$ cat config.mk
export PLATFORM = sky130hd
export DESIGN_NAME = integer_ceiling_square_root_core
export DESIGN_NICKNAME = d
export VERILOG_FILES = /design/src/rtl/icsr_pkg.sv /design/src/rtl/integer_ceiling_square_root_core.sv /design/src/rtl/icsr_datapath.sv /design/src/rtl/icsr_controller.sv
export SDC_FILE = /design/constraint.sdc
export NUM_CORES = 1
export LEC_CHECK = 0
export ABC_CLOCK_PERIOD_IN_PS = 5500
export BUFFER_PORTS_ARGS = -buffer_cell sky130_fd_sc_hd__buf_4
export CELL_PAD_IN_SITES_DETAIL_PLACEMENT = 0
export CELL_PAD_IN_SITES_GLOBAL_PLACEMENT = 2
export CORE_MARGIN = 1
export CORE_UTILIZATION = 30
export DETAILED_ROUTE_END_ITERATION = 12
export HOLD_SLACK_MARGIN = 0.12
export PLACE_DENSITY = 0.77
export SETUP_SLACK_MARGIN = 0.05
export SYNTH_ARGS = -nofsm -noshare
export SYNTH_HDL_FRONTEND = slang
export SYNTH_SLANG_ARGS = --single-unit
$ cat constraint.sdc
create_clock -name clk -period 5.5 [get_ports clk]
set_clock_uncertainty 0.2 [all_clocks]
set_input_delay 0.275 -clock clk [delete_from_list [all_inputs] [get_ports clk]]
set_output_delay 0.275 -clock clk [all_outputs]
set_load 0.01 [all_outputs]
$ cat src/rtl/icsr_pkg.sv
// Shared types and constants for the integer ceiling square root core.
package icsr_pkg;

    // Widths fixed by the external fields.
    localparam int RADICAND_W = 64;
    localparam int ROOT_W     = 33;

    // Commands from the controller to the datapath.
    typedef struct packed {
        logic load;   // capture a new radicand, clear root and remainder
        logic step;   // resolve one root bit
        logic fix;    // apply the round-up and load the result register
    } icsr_cmd_t;

endpackage

$ cat src/rtl/integer_ceiling_square_root_core.sv
// Top level of the integer ceiling square root core.
//
// Returns the smallest r with r*r >= radicand for the low WIDTH bits of each
// accepted radicand (0 and 1 come back unchanged). The floor root is resolved
// by a restoring digit-by-digit loop, one root bit per cycle, followed by a
// round-up step that adds one unless the remainder is zero. A new word is
// taken in the round-up state of the previous one, once the output side can
// take that result, so no word is accepted while the root bits are resolved;
// the result register holds one finished word while the next is computed.
module integer_ceiling_square_root_core
    import icsr_pkg::*;
#(
    parameter int WIDTH = 64
)
(
    input  logic                  clk,
    input  logic                  rst_n,
    input  logic                  in_valid,
    output logic                  in_ready,
    input  logic [RADICAND_W-1:0] radicand,
    output logic                  out_valid,
    input  logic                  out_ready,
    output logic [ROOT_W-1:0]     root_ceiling
);

    icsr_cmd_t cmd;

    icsr_controller #(
        .WIDTH (WIDTH)
    ) u_ctrl (
        .clk       (clk),
        .rst_n     (rst_n),
        .in_valid  (in_valid),
        .in_ready  (in_ready),
        .out_valid (out_valid),
        .out_ready (out_ready),
        .cmd       (cmd)
    );

    icsr_datapath #(
        .WIDTH (WIDTH)
    ) u_dp (
        .clk          (clk),
        .cmd          (cmd),
        .radicand     (radicand),
        .root_ceiling (root_ceiling)
    );

endmodule

$ cat src/rtl/icsr_datapath.sv
// Datapath: restoring square root, one root bit per step, plus round-up.
module icsr_datapath
    import icsr_pkg::*;
#(
    parameter int WIDTH = 64
)
(
    input  logic                  clk,
    input  icsr_cmd_t             cmd,
    input  logic [RADICAND_W-1:0] radicand,
    output logic [ROOT_W-1:0]     root_ceiling
);

    localparam int RW  = (WIDTH + 1) / 2;   // root bits
    localparam int RDW = 2 * RW;            // padded radicand bits
    localparam int RMW = RW + 1;            // remainder bits, holds up to 2*root
    localparam int TW  = RW + 3;            // trial width

    logic [RDW-1:0]    rad_reg, rad_next;
    logic [RMW-1:0]    rem_reg, rem_next;
    logic [RW-1:0]     root_reg, root_next;
    logic [ROOT_W-1:0] res_reg, res_next;

    logic [TW-1:0] rem_sh;
    logic [TW-1:0] trial;
    logic [TW-1:0] diff;
    logic          take;

    always_comb
    begin
        rem_sh = {rem_reg, rad_reg[RDW-1 -: 2]};
        trial  = {1'b0, root_reg, 2'b01};
        diff   = rem_sh - trial;
        take   = (rem_sh >= trial);

        rad_next  = rad_reg;
        rem_next  = rem_reg;
        root_next = root_reg;
        res_next  = res_reg;

        if (cmd.load)
        begin
            rad_next  = RDW'(radicand[WIDTH-1:0]);
            rem_next  = '0;
            root_next = '0;
        end
        else if (cmd.step)
        begin
            // Pull in the next two radicand bits and try setting a root bit.
            rad_next  = rad_reg << 2;
            rem_next  = take ? diff[RMW-1:0] : rem_sh[RMW-1:0];
            root_next = RW'({root_reg, take});
        end

        // Round up unless the floor root is exact.
        if (cmd.fix)
        begin
            res_next = ROOT_W'({1'b0, root_reg} + (RW + 1)'(rem_reg != '0));
        end
    end

    always_ff @(posedge clk)
    begin
        rad_reg  <= rad_next;
        rem_reg  <= rem_next;
        root_reg <= root_next;
        res_reg  <= res_next;
    end

    assign root_ceiling = res_reg;

endmodule

$ cat src/rtl/icsr_controller.sv
// Controller: sequences load, root steps and round-up, and owns the handshakes.
module icsr_controller
    import icsr_pkg::*;
#(
    parameter int WIDTH = 64
)
(
    input  logic      clk,
    input  logic      rst_n,
    input  logic      in_valid,
    output logic      in_ready,
    output logic      out_valid,
    input  logic      out_ready,
    output icsr_cmd_t cmd
);

    localparam int RW    = (WIDTH + 1) / 2;
    localparam int CNT_W = $clog2(RW + 1);

    typedef enum logic [1:0] {
        ST_IDLE,
        ST_RUN,
        ST_FIX
    } state_t;

    state_t           state_reg, state_next;
    logic [CNT_W-1:0] cnt_reg, cnt_next;
    logic             out_valid_reg, out_valid_next;
    logic             fix_ok;
    logic             accept;

    always_comb
    begin
        fix_ok   = !out_valid_reg || out_ready;
        in_ready = (state_reg == ST_IDLE) || ((state_reg == ST_FIX) && fix_ok);
        accept   = in_valid && in_ready;

        cmd.load = accept;
        cmd.step = (state_reg == ST_RUN);
        cmd.fix  = (state_reg == ST_FIX) && fix_ok;

        state_next     = state_reg;
        cnt_next       = cnt_reg;
        out_valid_next = out_valid_reg;

        if (out_ready)
        begin
            out_valid_next = 1'b0;
        end
        if (cmd.fix)
        begin
            out_valid_next = 1'b1;
        end

        case (state_reg)
            ST_IDLE:
            begin
                if (accept)
                begin
                    state_next = ST_RUN;
                    cnt_next   = CNT_W'(RW - 1);
                end
            end
            ST_RUN:
            begin
                if (cnt_reg == '0)
                begin
                    state_next = ST_FIX;
                end
                else
                begin
                    cnt_next = cnt_reg - 1'b1;
                end
            end
            ST_FIX:
            begin
                // Hold while the previous word still waits at the output.
                if (accept)
                begin
                    state_next = ST_RUN;
                    cnt_next   = CNT_W'(RW - 1);
                end
                else if (fix_ok)
                begin
                    state_next = ST_IDLE;
                end
            end
            default:
            begin
                state_next = ST_IDLE;
            end
        endcase
    end

    always_ff @(posedge clk or negedge rst_n)
    begin
        if (!rst_n)
        begin
            state_reg     <= ST_IDLE;
            cnt_reg       <= '0;
            out_valid_reg <= 1'b0;
        end
        else
        begin
            state_reg     <= state_next;
            cnt_reg       <= cnt_next;
            out_valid_reg <= out_valid_next;
        end
    end

    assign out_valid = out_valid_reg;

    a_load_step_excl: assert property (@(posedge clk) disable iff (!rst_n)
        $onehot0({cmd.load, cmd.step}))
        else $error("load and step issued together");

    a_step_fix_excl: assert property (@(posedge clk) disable iff (!rst_n)
        !(cmd.step && cmd.fix))
        else $error("step and fix issued together");

    a_fix_valid: assert property (@(posedge clk) disable iff (!rst_n)
        cmd.fix |=> out_valid)
        else $error("result not presented after fix");

    a_load_run: assert property (@(posedge clk) disable iff (!rst_n)
        cmd.load |=> (state_reg == ST_RUN) && (cnt_reg == CNT_W'(RW - 1)))
        else $error("accepted word did not start the root steps");

    a_run_end: assert property (@(posedge clk) disable iff (!rst_n)
        (state_reg == ST_RUN) && (cnt_reg == '0) |=> (state_reg == ST_FIX))
        else $error("root steps did not end in round-up");

endmodule
==> metrics.txt <==
worst hold slack 163.8 ps; antenna cells 0; Starting Density 0.3059; Port Buffers 102; die area 31,090 sq um; maxcap violations 0; Routed Antenna Nets 0; RSZ-0062 raised after global routing no; die height 176.3 um; total number of H-tree levels 4; Syn Nets 1,103; largest area contributor in the netlist edfxtp_1; Cells after DPL 1,452; CTS tree yes; most common cell in the netlist nand2_1; multi-input logic area 4329 sq um; initial antenna violation count 0; final net count 1,256; Min-Delay Startpoint in_valid; Residual DRC 0; synth cell count leaders nand2_1, edfxtp_1, o21ai_0; Req. time, crit path 5590 ps; DP Worst Slack 1583 ps; post-route cell area 11,500 sq um; Tot Pwr 7.871 mW; Startpoint Class flip-flop; first-pass GRT wire length 38,210 um; WP data arrival 4010 ps; Via-to-Cell Ratio 4.747; final cell count without fillers 1,553; Worst Reg-to-Reg Cells 11; TritonCTS Buffers 17; Tmin final 3920 ps; Crit. End Element flip-flop; Mapped Cells 997; Post-Synthesis Cell Area 9115 sq um; leakage 4.795 nW; #FFs+latches synth 171; chip width 176.3 um; Slew Limit Headroom 0.2755; FF-to-FF setup slack 1580 ps; vias in the first global route 7,339; fin crit share 0.7128; GRT Total Usage 0.1545; dpl cell area 10,230 sq um; I/O pins 103; run status complete, no violations; r2r endpoint u_dp.rem_reg[21]$_SDFFE_PP0P_; crit-path max FO 22; clk buf depth 2; WL per Instance 14.83 um; VDD IR max 0.2112 mV; CTS Root Cell clkbuf_16; Reg clk slew, reported paths 80 ps; number of synthesized flops with an enable pin 97; Syn. warnings 0; fill cell count 3,045; worst slew pin tran 1087 ps; Hold WC Path Type in -> reg; Worst-Skew Late Latency 440 ps; largest net degree at the start of global routing 100; setup ws final 1580 ps; DP HPWL 15,670 um; max reg flops 64; Final Max Tran Viols 0; Starting DRT DRC Count 461; RD Place Congestion 0.8133; final setup fails 0; P&R area growth vs syn 26.16%; worst r2r src u_dp.root_reg[18]$_SDFFE_PP0P_; FP Rows 63; post-synth top area share 0.3196; WL final 23,030 um; Post-synth top flop edfxtp_1; sequential fraction of the synthesis area 0.4870; FFs w/ async S/R, synth 0.05263; Crit Path Class reg -> reg; Util after Layout 0.3859; total gr overflow 0; count of final hold-check violations 0; Post-CTS Resized 0; Peak Freq 0.2551 GHz; clock sinks 171; via count 7,372; Worst Setup EP u_dp.rem_reg[21]$_SDFFE_PP0P_; drt first pass iters 4; library cells used by synthesis 63; total core area 29,800 sq um; mean cell area of the mapped netlist 9.142 sq um; register area 4439 sq um; share of layout cells above drive strength 1 0.1350; PD cells 684.5 nW/um^2; CP startpoint u_dp.root_reg[18]$_SDFFE_PP0P_; setup TNS 0 ps; Synth area leaders edfxtp_1, dfxtp_1, nand2_1, ha_1, xnor2_1
cells by family (layout without fill, tap and decap cells):
group | Yosys count | after routing | share of synthesized area
and+or+nand+nor | 424 | 424 | 0.2052
buffers and inverters | 85 | 251 | 0.04200
DFF | 171 | 171 | 0.4870
xor gates and xnor gates | 64 | 64 | 0.06150
AOI/OAI and AO/OA | 188 | 188 | 0.1224
muxes | 27 | 27 | 0.02965
adders and majority gates | 38 | 38 | 0.05216
layout by cell type, fill, tap and decap left out, drive strengths merged, types with 38 or more instances in the layout:
cell / Yosys / final
dlygate4sd3: 0 / 69
o21ai: 84 / 84
edfxtp: 97 / 97
a21oi: 55 / 55
buf: 12 / 109
inv: 41 / 47
nand3: 50 / 50
ha: 38 / 38
dfxtp: 65 / 65
nor2: 41 / 41
nand2: 252 / 252
xnor2: 50 / 50
how the worst min path moves through the flow:
stage / end / slack [ps] / cells past startpoint
after floorplan: u_ctrl.cnt_reg[0]$_DFFE_PN0P_ / -220 / 0
after global placement: u_ctrl.cnt_reg[5]$_DFFE_PN0P_ / -90 / 1
after detailed placement: u_ctrl.cnt_reg[5]$_DFFE_PN0P_ / -90 / 1
after CTS: u_dp.rad_reg[7]$_DFFE_PP_ / 140 / 4
after global routing: u_dp.rad_reg[9]$_DFFE_PP_ / 170 / 4
final: u_dp.rad_reg[3]$_DFFE_PP_ / 160 / 4
area by class of cell:
class,instances,area share
tap,390,0.04243
clock buffer,17,0.03699
sequential,171,0.3860
clock inverter,15,0.01349
timing repair buffer,178,0.1312
inverter,41,0.01338
multi-input combinational,741,0.3765
repair_timing:
action	in CTS	in global routing
hold endpoints to repair	75	0
hold buffers	69	0
setup buffers	0	0
worst max-delay path, cell delays in order, from the launching register on:
cell and delay, ps:
dfxtp_1 410, inv_1 80, ha_1 400, a21oi_1 90, o21ai_0 340, a221o_1 240
o21ai_0 160, or2_1 280, a31oi_4 830, buf_4 430, mux2i_1 220, a211oi_1 80
power by group:
group          total [mW]  switching, mW  internal [mW]
registers            2.45          0.385           2.07
clock network        1.20          0.589          0.606
logic                4.22           2.46           1.76
layer usage:
layer | GRT usage | routed length, um | part of all wire | up-vias
met2 | 0.2544 | 10450 | 0.45 | 146
met5 | 0 | 0 | 0 | -
li1 | - | - | - | 3799
met1 | 0.2062 | 11480 | 0.50 | 3413
met4 | 0.03877 | 204 | 0.0089 | 0
met3 | 0.03101 | 901 | 0.039 | 14
(Power assumes the default switching activity.)
